--- src/sv/utsp_pkg.sv ---
// package of the u-turn twin-sine planner: constants, types and step functions
package utsp_pkg;

  localparam int TIME_BITS  = 16;
  localparam int DIV_STEPS  = 36;
  localparam int SQRT_STEPS = 18;
  localparam int Q_DEPTH    = 4;
  localparam int Q_AW       = $clog2(Q_DEPTH);

  localparam logic [36:0] T_MAX       = 37'((37'd1 << TIME_BITS) - 37'd1);
  localparam logic [30:0] PI_Q29      = 31'h6487ED51;
  localparam logic [30:0] OS_K_Q32    = 31'd1508912994;
  localparam logic [31:0] ACCEL_RESET = 32'h0001_0000;
  localparam logic [31:0] JERK_RESET  = 32'h0001_0000;

  typedef enum logic [1:0] {
    ST_OK       = 2'd0,
    ST_ZERO_VEL = 2'd1,
    ST_ZERO_LIM = 2'd2,
    ST_TIME_SAT = 2'd3
  } stat_t;

  typedef enum logic {
    REG_ACCEL_LIMIT = 1'b0,
    REG_JERK_LIMIT  = 1'b1
  } reg_idx_t;

  typedef struct packed {
    logic        neg;
    logic [31:0] vm;
    stat_t       st;
  } cm_t;

  typedef struct packed {
    cm_t         cm;
    logic [31:0] am;
    logic [31:0] jm;
    logic [35:0] numa;
    logic [35:0] numj;
  } fe_t;

  typedef struct packed {
    logic [31:0] rem;
    logic [35:0] n;
  } dv_t;

  typedef struct packed {
    logic [35:0] x;
    logic [19:0] rem;
    logic [17:0] root;
  } sq_t;

  typedef struct packed {
    cm_t         cm;
    logic [31:0] am;
    logic [31:0] jm;
    dv_t         da;
    dv_t         dj;
  } p1_t;

  typedef struct packed {
    cm_t         cm;
    logic [35:0] ta;
    sq_t         sq;
  } p2_t;

  typedef struct packed {
    cm_t                  cm;
    logic [TIME_BITS-1:0] t;
    logic [63:0]          a;
    logic [63:0]          b;
  } pm_t;

  typedef struct packed {
    cm_t                  cm;
    logic [TIME_BITS-1:0] t;
    logic [63:0]          dm;
    logic [35:0]          aq;
    logic [28:0]          lo29;
    dv_t                  d;
  } p3_t;

  typedef struct packed {
    logic [TIME_BITS-1:0] dec_time;
    logic [31:0]          accel_peak;
    logic [31:0]          jerk_peak;
    logic [63:0]          overshoot_dist;
    logic [31:0]          speed_peak;
    logic [32:0]          end_velocity;
    stat_t                status;
  } ob_t;

  function automatic logic [31:0] mag32(input logic [31:0] x);
    return x[31] ? (~x + 32'd1) : x;
  endfunction

  // one restoring division step, quotient bits shift in at the bottom of n
  function automatic dv_t div_step(input dv_t s, input logic [31:0] den);
    dv_t         r;
    logic [32:0] tr;
    tr = {s.rem, s.n[35]};
    if (tr >= {1'b0, den}) begin
      r.rem = 32'(tr - {1'b0, den});
      r.n   = {s.n[34:0], 1'b1};
    end else begin
      r.rem = tr[31:0];
      r.n   = {s.n[34:0], 1'b0};
    end
    return r;
  endfunction

  // one digit-by-digit square root step
  function automatic sq_t sqrt_step(input sq_t s);
    sq_t         r;
    logic [19:0] r4;
    logic [19:0] trial;
    r4    = {s.rem[17:0], s.x[35:34]};
    trial = {s.root, 2'b01};
    r.x   = {s.x[33:0], 2'b00};
    if (r4 >= trial) begin
      r.rem  = r4 - trial;
      r.root = {s.root[16:0], 1'b1};
    end else begin
      r.rem  = r4;
      r.root = {s.root[16:0], 1'b0};
    end
    return r;
  endfunction

  function automatic logic [31:0] sat32(input logic neg, input logic [35:0] m);
    if (neg) begin
      if (m >= 36'h0_8000_0000) return 32'h8000_0000;
      return 32'(36'd0 - m);
    end
    if (m > 36'h0_7FFF_FFFF) return 32'h7FFF_FFFF;
    return m[31:0];
  endfunction

endpackage

--- src/sv/utsp_queue.sv ---
// short queue between the front end and the arithmetic pipeline
module utsp_queue (
  input  logic          clk,
  input  logic          rst,
  input  logic          push,
  input  utsp_pkg::fe_t wdata,
  input  logic          pop,
  output utsp_pkg::fe_t rdata,
  output logic          full,
  output logic          empty
);
  import utsp_pkg::*;

  fe_t             mem [0:Q_DEPTH-1];
  logic [Q_AW-1:0] wp;
  logic [Q_AW-1:0] rp;
  logic [Q_AW:0]   cnt;

  assign full  = (cnt == (Q_AW+1)'(Q_DEPTH));
  assign empty = (cnt == '0);
  assign rdata = mem[rp];

  always_ff @(posedge clk) begin
    if (rst) begin
      wp  <= '0;
      rp  <= '0;
      cnt <= '0;
    end else begin
      if (push) wp <= wp + 1'b1;
      if (pop)  rp <= rp + 1'b1;
      unique case ({push, pop})
        2'b10:   cnt <= cnt + 1'b1;
        2'b01:   cnt <= cnt - 1'b1;
        default: cnt <= cnt;
      endcase
    end
  end

  always_ff @(posedge clk) begin
    if (push) mem[wp] <= wdata;
  end

endmodule

--- config.mk ---
export PLATFORM = sky130hd
export DESIGN_NAME = utsp_queue
export DESIGN_NICKNAME = d
export VERILOG_FILES = /design/src/sv/utsp_pkg.sv /design/src/sv/utsp_queue.sv
export SDC_FILE = /design/constraint.sdc
export NUM_CORES = 1
export LEC_CHECK = 0
export BUFFER_PORTS_ARGS = -buffer_cell sky130_fd_sc_hd__buf_4
export CAP_MARGIN = 20
export CORE_MARGIN = 2
export CORE_UTILIZATION = 30
export DETAILED_ROUTE_END_ITERATION = 10
export PLACE_DENSITY = 0.5
export SLEW_MARGIN = 0
export SYNTH_ARGS = -nofsm -noshare
export SYNTH_HDL_FRONTEND = slang
export SYNTH_SLANG_ARGS = --single-unit
--- constraint.sdc ---
create_clock -name clk -period 13.1 [get_ports clk]
set_clock_uncertainty 0.15 [all_clocks]
set_input_delay 0.655 -clock clk [delete_from_list [all_inputs] [get_ports clk]]
set_output_delay 0.655 -clock clk [all_outputs]
set_load 0.02 [all_outputs]
# ---- Word level (Yosys, flattened, before mapping)
# Memories as Yosys holds them, arrays and structs flattened. A register that Yosys moved wholly into a read port is not among the register bits.
# Cells that the tools add are included.
dict set report totals {
  regBits 7
  latchBits 0
  ramBits 684
  rom_bits 0
  inputBits 175
  output_inout_bits 173
  wordCells 18
  memories 1
}
dict set report op_classes {
  addsub 4
  n_mul 0
  div_mod_pow 0
  n_lt_le_gt_ge 0
  n_eq_ne 3
  n_shift 0
  n_mux 5
  bitwise 0
  reduce_logical 2
}
# name depth word_bits read_ports rd_clocked_by_memory_dff wr line
set mem_list {}
lappend mem_list {mem 4 171 1 1 1 utsp_queue.sv:14} ;# fe_t mem [0:Q_DEPTH-1];
# cell count
set op_table {}
lappend op_table {{3-bit case mux with 2 select lines} 1}
lappend op_table {{2-bit by 1-bit adder with 2-bit output, second input constant} 2}
lappend op_table {{2-bit two-way mux} 2}
lappend op_table {{3-bit by 1-bit adder with 3-bit output, second input constant} 1}
lappend op_table {{3-bit == test, second input constant} 1}
lappend op_table {{3-bit zero test} 1}
lappend op_table {{3-bit by 1-bit subtractor with 3-bit output, second input constant} 1}
lappend op_table {{2-bit by 1-bit == test with 1-bit output, second input constant} 1}
lappend op_table {{2-bit == test, second input constant} 1}
lappend op_table {{1-bit two-way mux} 2}
lappend op_table {{2-bit nonzero test} 1}

# ---- Longest topological paths before layout
dict set report logic_depth {
  ltp_word 3
  ltp_mapped 7
  mapped_depth_nobuf 7
}

# ---- Worst setup path before layout
# No wires, ideal clock.
dict set report synth_path {
  path_kind {input to register}
  from {in push}
  to {mem mem[0][0] (netlist bit), enable pin}
  setup_time_ns 0.551
  t_arrival_ns 4.546
  required_time_ns 12.399
  path_slack_ns 7.853
  path_stages 1
  cell_sequence {and2_1}
}
dict set report synth_between {
  elab_chain_cells 2
}
# element line
set synth_lines {}
lappend synth_lines {{start, declared} utsp_queue.sv:5} ;# input logic push,
lappend synth_lines {{1-bit two-way mux} utsp_queue.sv:40} ;# if (push) mem[wp] <= wdata;
lappend synth_lines {{1-bit two-way mux (not written as such)} utsp_queue.sv:40}
lappend synth_lines {{end, declared} utsp_queue.sv:14}
# No other way between the ends.

==> results.txt <==
GRT met1 Usage -> 0.155
clock latency on the worst-skew pair -> 590 ps
critical path depth -> 4
type of the most critical hold path -> input pin to flip-flop
Yosys warnings -> 0
Worst Path Buf+Inv -> 3
buffers added on ports -> 347
post-synthesis sequential area ratio -> 0.826
top-area cell type share of the netlist area -> 0.819
unrepaired setup endpoints after global routing -> no
core box area -> 0.0832 mm2
M2 GR Usage -> 0.202
initial DRC count -> 598
Die Span X -> 293 um
DRC violations left -> 0
site row count -> 106
initial antenna violation count -> 7
Placed Cells -> 2345
syn avg cell area -> 26.7 um2
first-pass GRT wire length -> 79.7 mm
nets -> 1527
die area -> 0.0859 mm2
setup violators final -> 0
startpoint types -> flip-flop
commonest non-fill, non-tap cell in the layout -> edfxtp_1
DPL Wire Length -> 31.6 mm
Worst-Margin Slew -> 1050 ps
gr ovfl total -> 0
area delta synth->final -> 24.9%
vias -> 11200
crit path capture -> rdata[106]
fraction of registers with async set/reset -> 0
Synth cell types -> 21
Mapped Cells -> 940
R2R depth -> 5
post-synth top area cell -> edfxtp_1
Detailed Route WL -> 53.8 mm
total clock sinks -> 693
FF+latch count, synth -> 693
status -> finished clean
Cell Int Power -> 3.98 mW
Comb power frac -> 0.113
Max Freq -> 0.242 GHz
commonest cells after routing, fill and taps aside -> 684 x edfxtp_1, 363 x buf_4, 171 x mux4_2
CP required -> 12300 ps
cts bufs inserted -> 79
setup TNS -> 0 ps
crit-path leading delay family -> buffers and inverters
sequential power share -> 0.499
Filler cells -> 7519
Synth Cell Area -> 0.0251 mm2
slowest stage delay, CP -> 730 ps
vias in the first global route -> 12200
Crit Path Class -> flip-flop to output pin
syn nets -> 1121
sw frac -> 0.230
CP max FO -> 51
M3 GR Usage -> 0.0475
total leakage power -> 10.3 nW
Slowest-stage cell, CP -> buf_4
Final Hold Vio Count -> 0
flop2flop setup slack -> 9880 ps
EDFF count, synth -> 684
maximum capacitance violations -> 0
Max clock buf depth -> 3
top post-synthesis cells by area -> edfxtp_1 82%, mux4_2 15%, dfxtp_1 0.72%
GRT Total Usage -> 0.125
P_sw -> 1.19 mW
Slew Limit Fails -> 0
gr busiest metal -> met2
hold-fix buffers at CTS -> 0
Tcrit/Tclk final -> 0.316
TritonCTS clock tree -> done
Resize count post-CTS -> 0
worst vdd ir -> 98.2 uV
Reg2Reg Launch Point -> wp[0]
share of cells above drive strength 1 -> 0.460
post-detailed-route count of antenna-violating nets -> 0
Synth Flop Type -> edfxtp_1
Layout Cells excl Fill -> 2489
R2R Path End -> mem[2][61]
Reg clk slew, reported paths -> 60 ps
clock power share -> 0.388
IO Count -> 348
cell mode on critical path -> buf_4
post-CTS setup buffer count -> 0
Slew headroom -> 0.299
1st-pass router iterations -> 4
vias per std cell -> 4.51
Final Wtd Congestion -> 0.728
Power Dens Cells -> 165 mW/mm2
CP endpoint kind -> output pin
Final min period -> 4140 ps
wire length per cell -> 21.6 um
critical path, cell by cell -> buf_4 > buf_4 > mux4_2 > buf_4
critical path arrival -> 3330 ps
Die H -> 293 um
largest net degree at the start of global routing -> 102
Initial Utilization -> 0.302
CTS H-tree lvls -> 3
CTS root buf -> clkbuf_16
-- metal layers --
metal,vias up,routed length [um],share of wire
met5,-,63,0.0012
met4,10,1400,0.026
met3,96,4260,0.079
met2,289,26100,0.49
li1,4890,-,-
met1,5928,21900,0.41
-- cells in the mapped netlist (2+ instances only) --
cell type,n
xnor2_1,2
dfxtp_1,9
nor2_1,8
clkbuf_1,7
buf_1,2
buf_2,19
inv_1,6
ha_1,5
a21oi_1,2
edfxtp_1,684
xor2_1,3
mux4_2,171
and2_1,4
buf_6,11
-- cell families (layout without fill, tap and decap cells) --
family                   count (synthesis)  in the layout  synth area share
buffers and inverters                   45            511            0.0110
flip-flops                             693            693             0.826
multiplexers                           172            172             0.154
AO/OA/AOI/OAI                            3              3          0.000599
XOR/XNOR                                 5              5           0.00175
AND/OR/NAND/NOR                         16             16           0.00304
adder cells (fa/ha/maj)                  6              6           0.00329
other                                    0              3                 0
-- power by group through the flow --
| stage | combinational, mW | clock [mW] | sequential (mW) |
|---|---|---|---|
| after floorplan | 0.339 | 0 | 2.63 |
| after global placement | 0.598 | 0 | 2.63 |
| after detailed placement | 0.602 | 0 | 2.63 |
| after CTS | 0.604 | 2.08 | 2.58 |
| after global routing | 0.627 | 2.16 | 2.59 |
| final | 0.584 | 2.01 | 2.58 |
-- state kept, by name, summed over array words and instances, names as in the netlist, named ones only --
name and cells:
mem 684, cnt 3, rp 2, wp 2
-- worst min-delay path by stage --
stage                    start           to  cells past startpoint
finish               wdata[44]   mem[0][44]                      1
global route        wdata[128]  mem[2][128]                      1
global placement        cnt[2]       cnt[2]                      2
detailed placement      cnt[2]       cnt[2]                      2
CTS                  wdata[51]   mem[3][51]                      1
floorplan               cnt[2]       cnt[2]                      2
-- metrics by stage --
step | worst slack (ps) | hold WS, ps | cell area, um2 | total power, mW | utilization
final | 8960 | 92.1 | 31300 | 5.17 | 0.377
after global routing | 8750 | 62.5 | 31300 | 5.38 | 0.376
after CTS | 8780 | 45.6 | 31300 | 5.27 | 0.376
after detailed placement | 9450 | 356 | 28900 | 3.23 | 0.348
after global placement | 9440 | 335 | 28900 | 3.22 | 0.348
after floorplan | 7850 | 317 | 25100 | 2.97 | -
-- cell type report --
type	instances	area (um2)	share of cell area
sequential	693	20700	0.662
multi-input combinational	202	4090	0.131
timing repair buffer	364	2750	0.0877
clock buffer	96	2080	0.0665
tap	1080	1350	0.0432
clock inverter	45	285	0.00911
inverter	6	22.5	0.000719
antenna	3	7.51	0.000240
Power figures use the tool's default switching activity.
