## src/sv/utsp_pkg.sv

```systemverilog
// package of the u-turn twin-sine planner: constants, types and step functions
package utsp_pkg;

  localparam int TIME_BITS  = 16;
  localparam int DIV_STEPS  = 36;
  localparam int SQRT_STEPS = 18;
  localparam int Q_DEPTH    = 4;
  localparam int Q_AW       = $clog2(Q_DEPTH);

  localparam logic [36:0] T_MAX       = 37'((37'd1 << TIME_BITS) - 37'd1);
  localparam logic [30:0] PI_Q29      = 31'h6487ED51;
  localparam logic [30:0] OS_K_Q32    = 31'd1508912994;
  localparam logic [31:0] ACCEL_RESET = 32'h0001_0000;
  localparam logic [31:0] JERK_RESET  = 32'h0001_0000;

  typedef enum logic [1:0] {
    ST_OK       = 2'd0,
    ST_ZERO_VEL = 2'd1,
    ST_ZERO_LIM = 2'd2,
    ST_TIME_SAT = 2'd3
  } stat_t;

  typedef enum logic {
    REG_ACCEL_LIMIT = 1'b0,
    REG_JERK_LIMIT  = 1'b1
  } reg_idx_t;

  typedef struct packed {
    logic        neg;
    logic [31:0] vm;
    stat_t       st;
  } cm_t;

  typedef struct packed {
    cm_t         cm;
    logic [31:0] am;
    logic [31:0] jm;
    logic [35:0] numa;
    logic [35:0] numj;
  } fe_t;

  typedef struct packed {
    logic [31:0] rem;
    logic [35:0] n;
  } dv_t;

  typedef struct packed {
    logic [35:0] x;
    logic [19:0] rem;
    logic [17:0] root;
  } sq_t;

  typedef struct packed {
    cm_t         cm;
    logic [31:0] am;
    logic [31:0] jm;
    dv_t         da;
    dv_t         dj;
  } p1_t;

  typedef struct packed {
    cm_t         cm;
    logic [35:0] ta;
    sq_t         sq;
  } p2_t;

  typedef struct packed {
    cm_t                  cm;
    logic [TIME_BITS-1:0] t;
    logic [63:0]          a;
    logic [63:0]          b;
  } pm_t;

  typedef struct packed {
    cm_t                  cm;
    logic [TIME_BITS-1:0] t;
    logic [63:0]          dm;
    logic [35:0]          aq;
    logic [28:0]          lo29;
    dv_t                  d;
  } p3_t;

  typedef struct packed {
    logic [TIME_BITS-1:0] dec_time;
    logic [31:0]          accel_peak;
    logic [31:0]          jerk_peak;
    logic [63:0]          overshoot_dist;
    logic [31:0]          speed_peak;
    logic [32:0]          end_velocity;
    stat_t                status;
  } ob_t;

  function automatic logic [31:0] mag32(input logic [31:0] x);
    return x[31] ? (~x + 32'd1) : x;
  endfunction

  // one restoring division step, quotient bits shift in at the bottom of n
  function automatic dv_t div_step(input dv_t s, input logic [31:0] den);
    dv_t         r;
    logic [32:0] tr;
    tr = {s.rem, s.n[35]};
    if (tr >= {1'b0, den}) begin
      r.rem = 32'(tr - {1'b0, den});
      r.n   = {s.n[34:0], 1'b1};
    end else begin
      r.rem = tr[31:0];
      r.n   = {s.n[34:0], 1'b0};
    end
    return r;
  endfunction

  // one digit-by-digit square root step
  function automatic sq_t sqrt_step(input sq_t s);
    sq_t         r;
    logic [19:0] r4;
    logic [19:0] trial;
    r4    = {s.rem[17:0], s.x[35:34]};
    trial = {s.root, 2'b01};
    r.x   = {s.x[33:0], 2'b00};
    if (r4 >= trial) begin
      r.rem  = r4 - trial;
      r.root = {s.root[16:0], 1'b1};
    end else begin
      r.rem  = r4;
      r.root = {s.root[16:0], 1'b0};
    end
    return r;
  endfunction

  function automatic logic [31:0] sat32(input logic neg, input logic [35:0] m);
    if (neg) begin
      if (m >= 36'h0_8000_0000) return 32'h8000_0000;
      return 32'(36'd0 - m);
    end
    if (m > 36'h0_7FFF_FFFF) return 32'h7FFF_FFFF;
    return m[31:0];
  endfunction

endpackage

```

## src/sv/utsp_front.sv

```systemverilog
// front end: limit registers, input register and classification of each velocity
module utsp_front (
  input  logic           clk,
  input  logic           rst,
  input  logic           in_valid,
  output logic           in_ready,
  input  logic [31:0]    start_velocity,
  input  logic           cfg_write,
  input  logic           cfg_index,
  input  logic [31:0]    cfg_data,
  input  logic           q_full,
  output logic           push,
  output utsp_pkg::fe_t  entry
);
  import utsp_pkg::*;

  logic        fv;
  logic [31:0] fvel;
  logic [31:0] accel_limit;
  logic [31:0] jerk_limit;
  logic [31:0] vm;
  logic [31:0] am;
  logic [31:0] jm;
  logic [62:0] prod;

  always_ff @(posedge clk) begin
    if (rst) begin
      accel_limit <= ACCEL_RESET;
      jerk_limit  <= JERK_RESET;
    end else if (cfg_write) begin
      unique case (reg_idx_t'(cfg_index))
        REG_ACCEL_LIMIT: accel_limit <= cfg_data;
        REG_JERK_LIMIT:  jerk_limit  <= cfg_data;
        default: ;
      endcase
    end
  end

  assign in_ready = !fv || !q_full;
  assign push     = fv && !q_full;

  always_ff @(posedge clk) begin
    if (rst) begin
      fv <= 1'b0;
    end else if (in_ready) begin
      fv <= in_valid;
    end
  end

  always_ff @(posedge clk) begin
    if (in_valid && in_ready) begin
      fvel <= start_velocity;
    end
  end

  always_comb begin
    vm   = mag32(fvel);
    am   = mag32(accel_limit);
    jm   = mag32(jerk_limit);
    prod = {31'd0, vm} * {32'd0, PI_Q29};
    entry.cm.neg = fvel[31];
    entry.cm.vm  = vm;
    if (vm == 32'd0) begin
      entry.cm.st = ST_ZERO_VEL;
    end else if (am == 32'd0 || jm == 32'd0) begin
      entry.cm.st = ST_ZERO_LIM;
    end else begin
      entry.cm.st = ST_OK;
    end
    entry.am   = am;
    entry.jm   = jm;
    // ceil(4|v|/a) and ceil(4|v|pi/j) as numerators
    entry.numa = {2'b00, vm, 2'b00} + 36'(am) - 36'd1;
    entry.numj = 36'((prod + 63'((63'd1 << 27) - 63'd1)) >> 27) + 36'(jm) - 36'd1;
  end

endmodule

```

## config.mk

```make
export PLATFORM = sky130hd
export DESIGN_NAME = utsp_front
export DESIGN_NICKNAME = d
export VERILOG_FILES = /design/src/sv/utsp_pkg.sv /design/src/sv/utsp_front.sv
export SDC_FILE = /design/constraint.sdc
export NUM_CORES = 2
export LEC_CHECK = 0
export ABC_AREA = 1
export BUFFER_PORTS_ARGS = -buffer_cell sky130_fd_sc_hd__buf_4
export CAP_MARGIN = 10
export CORE_ASPECT_RATIO = 0.5
export CORE_MARGIN = 1
export CORE_UTILIZATION = 50
export CTS_CLUSTER_DIAMETER = 40
export DETAILED_ROUTE_END_ITERATION = 10
export PLACE_DENSITY = 0.68
export SETUP_SLACK_MARGIN = 0.1
export SLEW_MARGIN = 25
export SYNTH_ARGS = -nofsm -noshare
export SYNTH_HDL_FRONTEND = slang
export SYNTH_SLANG_ARGS = --single-unit
```

## constraint.sdc

```tcl
create_clock -name clk -period 11.7 [get_ports clk]
set_input_delay 1.17 -clock clk [delete_from_list [all_inputs] [get_ports clk]]
set_output_delay 1.17 -clock clk [all_outputs]
set_load 0.01 [all_outputs]
```

### Yosys cells after proc, flatten, opt, wreduce, memory -nomap -nowiden

Cells that the tools add are included.

| word-level totals | value |
|---|---|
| register bits after elaboration | 97 |
| bits of input ports | 70 |
| output and inout bits | 173 |

| operators by class | value |
|---|---|
| add/subtract/negate cells | 8 |
| multipliers | 1 |
| muxes and demuxes | 5 |
| bitwise operators | 4 |
| reductions and logical operators | 11 |

Operators with widths:

| kind | number |
|---|---|
| $add A32 B1 Y32 const B | 3 |
| $logic_not A32 Y1 | 3 |
| $mux W32 | 3 |
| $not A32 Y32 | 3 |
| $add A63 B27 Y63 const B | 1 |
| $mul A32 B31 Y63 const B | 1 |
| $add A36 B32 Y36 | 1 |
| $sub A35 B1 Y36 const B | 1 |
| $sub A36 B1 Y36 const B | 1 |
| $add A34 B32 Y35 | 1 |
| $mux W2 | 2 |
| $reduce_and A2 Y1 | 2 |
| $logic_and A1 B1 Y1 | 2 |
| $logic_not A1 Y1 | 2 |
| $logic_or A1 B1 Y1 | 2 |
| $not A1 Y1 | 1 |

### Logic depth before layout (Yosys ltp)

| depth | value |
|---|---|
| depth after elaboration | 7 |
| depth in mapped cells | 50 |
| gate-level depth less buffers | 50 |

### Worst setup path before layout

Ideal clock, no wire load.

| timing path | value |
|---|---|
| path type | register to output |
| start | register fvel[31] |
| end | output entry[27] in the netlist's numbering |
| data arrival time | 9.474 ns |
| setup slack | 1.056 ns |
| cell stages (with the launch flop) | 41 |
| path through | edfxtp_1 -> buf_4 -> buf_2 -> buf_2 -> o21ai_0 -> ha_1 -> inv_1 -> fa_1 -> inv_1 -> fa_1 -> inv_1 -> fa_1 -> inv_1 -> fa_1 -> fa_1 -> fa_1 -> inv_1 -> fa_1 -> (+5 left out) -> nor2_1 -> nand2_1 -> o21a_1 -> xor2_1 -> ha_1 -> inv_1 -> ha_1 -> fa_1 -> nand3_1 -> nand2_1 -> nand2_1 -> nand2_1 -> nand2_1 -> nand2_1 -> a21oi_1 -> o21ai_0 -> a21oi_1 -> xnor2_1 |

RTL lines:

| element | RTL line | source |
|---|---|---|
| start: declaration | utsp_front.sv:18 | `logic [31:0] fvel;` |
| start signal: assignment | utsp_front.sv:52 | `fvel <= start_velocity;` |
| end: declaration | utsp_front.sv:13 | `output utsp_pkg::fe_t entry` |

==> results.toml <==
[logic_synthesis]
yosys_warnings = 0
synth-edff-count = 32
synth_compound_area_share_pct = 10.1
ys_top_cells_by_area = "fa_1 (23%), ha_1 (21%), inv_1 (12%)"
synth_common_cells = "inv_1 (964), nand2_1 (760), ha_1 (500), nor2_1 (391), fa_1 (349)"
yosysSeqAreaShare_pct = 7.52
netlist_instances = 4136
synth_top_family_by_area = "adder cells"
ys.flop_type = "dfxtp_1"
netlist_area_sq_um = 30100
synth-seq-cells = 97
synth.largest_area_cell = "fa_1"
synth-xor-area-share_pct = 5.00
synth.distinct_cells = 53
synth_top_area_share_pct = 23.2
synthArstFlopShare_pct = 0
yosysMostFrequentCell = "inv_1"
syn-mean-instance-area_sq_um = 7.27
yosys.area_share.simple_pct = 20.4
synth-adder-area-share_pct = 44.0
synth_mux_area_share_pct = 0
synth.net_count = 5055

[floorplan]
initial_core_util_pct = 50.7
die_y_um = 175
io_pins = 243
row_count = 63
core_region_area_sq_um = 59400
die-width_um = 349
dieArea_sq_um = 61200

[setup_path]
crit_path_top_delay_cell = "fa_1"
cp_common_cell = "inv_1"
r2r_slack_ns = 10.23
required_ns = 10.53
worstPathArrival_ns = 10.13
critical-path-max-stage-delay_ns = 0.56
worstSetupPathType = "register to output port"
worst_setup_path_start_kind = "register"
worstPathMaxFanout = 10
endpoint_kind = "output port"

[clock_tree]
cts_sinks = 97
h-tree-depth = 3
clock_latency_ns = 0.42
clock_path_buffers = 2
cts_tree = "built"
root_buffer = "clkbuf_16"
clkTransAtPathRegs_ns = 0.09
cts_inserted_buffers = 9

[layout]
ff_latch_area_sq_um = 2260
multi_input_area_sq_um = 24600
final_nets = 5367
syn_to_final_growth_pct = 14.9
drive_gt1_share_pct = 12.8
insertedDiodeCount = 0
fillers = 5694

[place]
gp_congestion = 1.12
place_hpwl_um = 97400
port_buffers = 242
place_ws_ns = -0.0288

[sta]
slew_violations = 0
setup_viol = 0
setup_ws_ns = 0.395
hold_violations = 0
tns_ns = 0
grt_setup_unrepaired = "true"
slew_headroom_pct = 41.5
fmax_mhz = 88.5
layout_min_cycle_time_ns = 11.30
worst_pin_slew_ns = 0.874
finClkSkew_ns = 0.0184
fin_crit_sh_pct = 96.6

[global_routing]
overflow = 0
track_usage_pct = 36.9
grt_pass1_vias = 27700
antenna_found_initial = 0
grt_max_degree = 65
grt_pass1_wl_um = 168000

[job]
drv_cap = 0

[detailed_routing]
vias_per_cell = 5.46
via_count = 28800
routedWlPerCell_um = 21.4
first_pass_iters = 8
drc = 0
antenna_left = 0
drt_first_iter_violations = 3170
routed_wirelength_um = 113000

[status]
status = "finished clean"

[hold_path]
min_path_type = "register to register"
==> timing repair <==
| item | CTS | global route |
|---|---|---|
| pin swaps | 2 | 16 |
| setup endpoints to repair | 24 | 26 |
| hold buffers | 0 | 0 |
| gates resized for setup | 23 | 134 |
| hold endpoints to repair | 0 | 0 |
| buffers inserted | 1 | 27 |
==> routing by layer <==
metal / wire [um] / up-vias / track usage, %
met1: 50800 / 13700 / 54.4
met4: 2100 / 4 / 6.27
met3: 13000 / 140 / 9.88
met5: 346 / - / 4.08
li1: - / 13500 / -
met2: 46600 / 1414 / 53.7
==> state kept, by name (all words and copies together) (netlist names) <==
signal / flops
accel_limit: 32
fvel: 32
jerk_limit: 32
fv: 1
==> worst max-delay path, delay by kind of cell, from the launching register on <==
| family | cells | cell delay (ns) |
|---|---|---|
| flops | 1 | 0.41 |
| compound gates | 4 | 0.77 |
| buf+inv | 12 | 1.53 |
| fa+ha+maj | 11 | 4.37 |
| simple gates | 14 | 1.97 |
| xor+xnor | 3 | 0.65 |
==> kinds of logic after synthesis <==
group | count (synthesis)
and+or+nand+nor | 1460
DFF | 97
xor gates and xnor gates | 166
buffers and inverters | 1023
adders and majority gates | 849
AOI/OAI and AO/OA | 541
==> layout make-up <==
cell class | instances | area share [%]
clock inverters | 7 | 0.257
clock buffers | 9 | 0.652
flip-flops and latches | 97 | 6.55
repair buffers | 343 | 7.60
multi-input cells | 3016 | 71.3
well taps | 812 | 2.94
inverters | 981 | 10.7
==> per-stage QoR <==
step                hold WS (ns)  cell area (sq um)  std cells  util (%)
floorplan                  0.457              30100       4136         -
global placement           0.487              33300       5220      56.0
detailed placement         0.492              33300       5221      56.1
CTS                        0.506              33700       5238      56.8
global route               0.540              34600       5265      58.2
finish                     0.507              34600       5265      58.2
==> cell usage in the layout, fill, tap and decap left out, types with 7 or more instances in the layout <==
cell type,synthesis,final
buf_4,5,336
nor2_1,391,376
a21o_1,29,29
o21ai_1,14,19
a21oi_2,3,17
xor2_1,116,101
nand3_2,8,10
nor2_2,15,27
clkbuf_16,0,9
inv_2,13,15
edfxtp_1,32,32
nand2_4,6,7
o211ai_1,8,8
o21ai_2,3,10
a31oi_1,21,19
nand2_2,15,21
nor4_1,13,8
o21a_1,12,11
nor3_1,25,24
o21bai_1,32,30
xor2_2,4,16
ha_1,500,485
nand4_1,31,31
nand3_1,166,163
inv_1,964,958
or2_2,9,9
xnor2_1,45,36
dfxtp_1,65,65
fa_1,349,348
a21oi_1,224,205
nor2_4,7,10
nand2_1,760,751
o21ai_0,170,157
ha_2,0,9
==> worst paths after layout <==
kind / startpoint / end / cells after the start
setup / recovery: fvel[0]$_DFFE_PP_ / entry[28] / 44
hold / removal: accel_limit[1]$_SDFFE_PP0P_ / accel_limit[1]$_SDFFE_PP0P_ / 2
setup reg to reg: fv$_SDFFE_PP0N_ / fvel[9]$_DFFE_PP_ / 2
hold reg to reg: accel_limit[1]$_SDFFE_PP0P_ / accel_limit[1]$_SDFFE_PP0P_ / 2
Power is not shown: default switching activity piles up to over one toggle a cycle in this logic, so the estimate is an artifact.
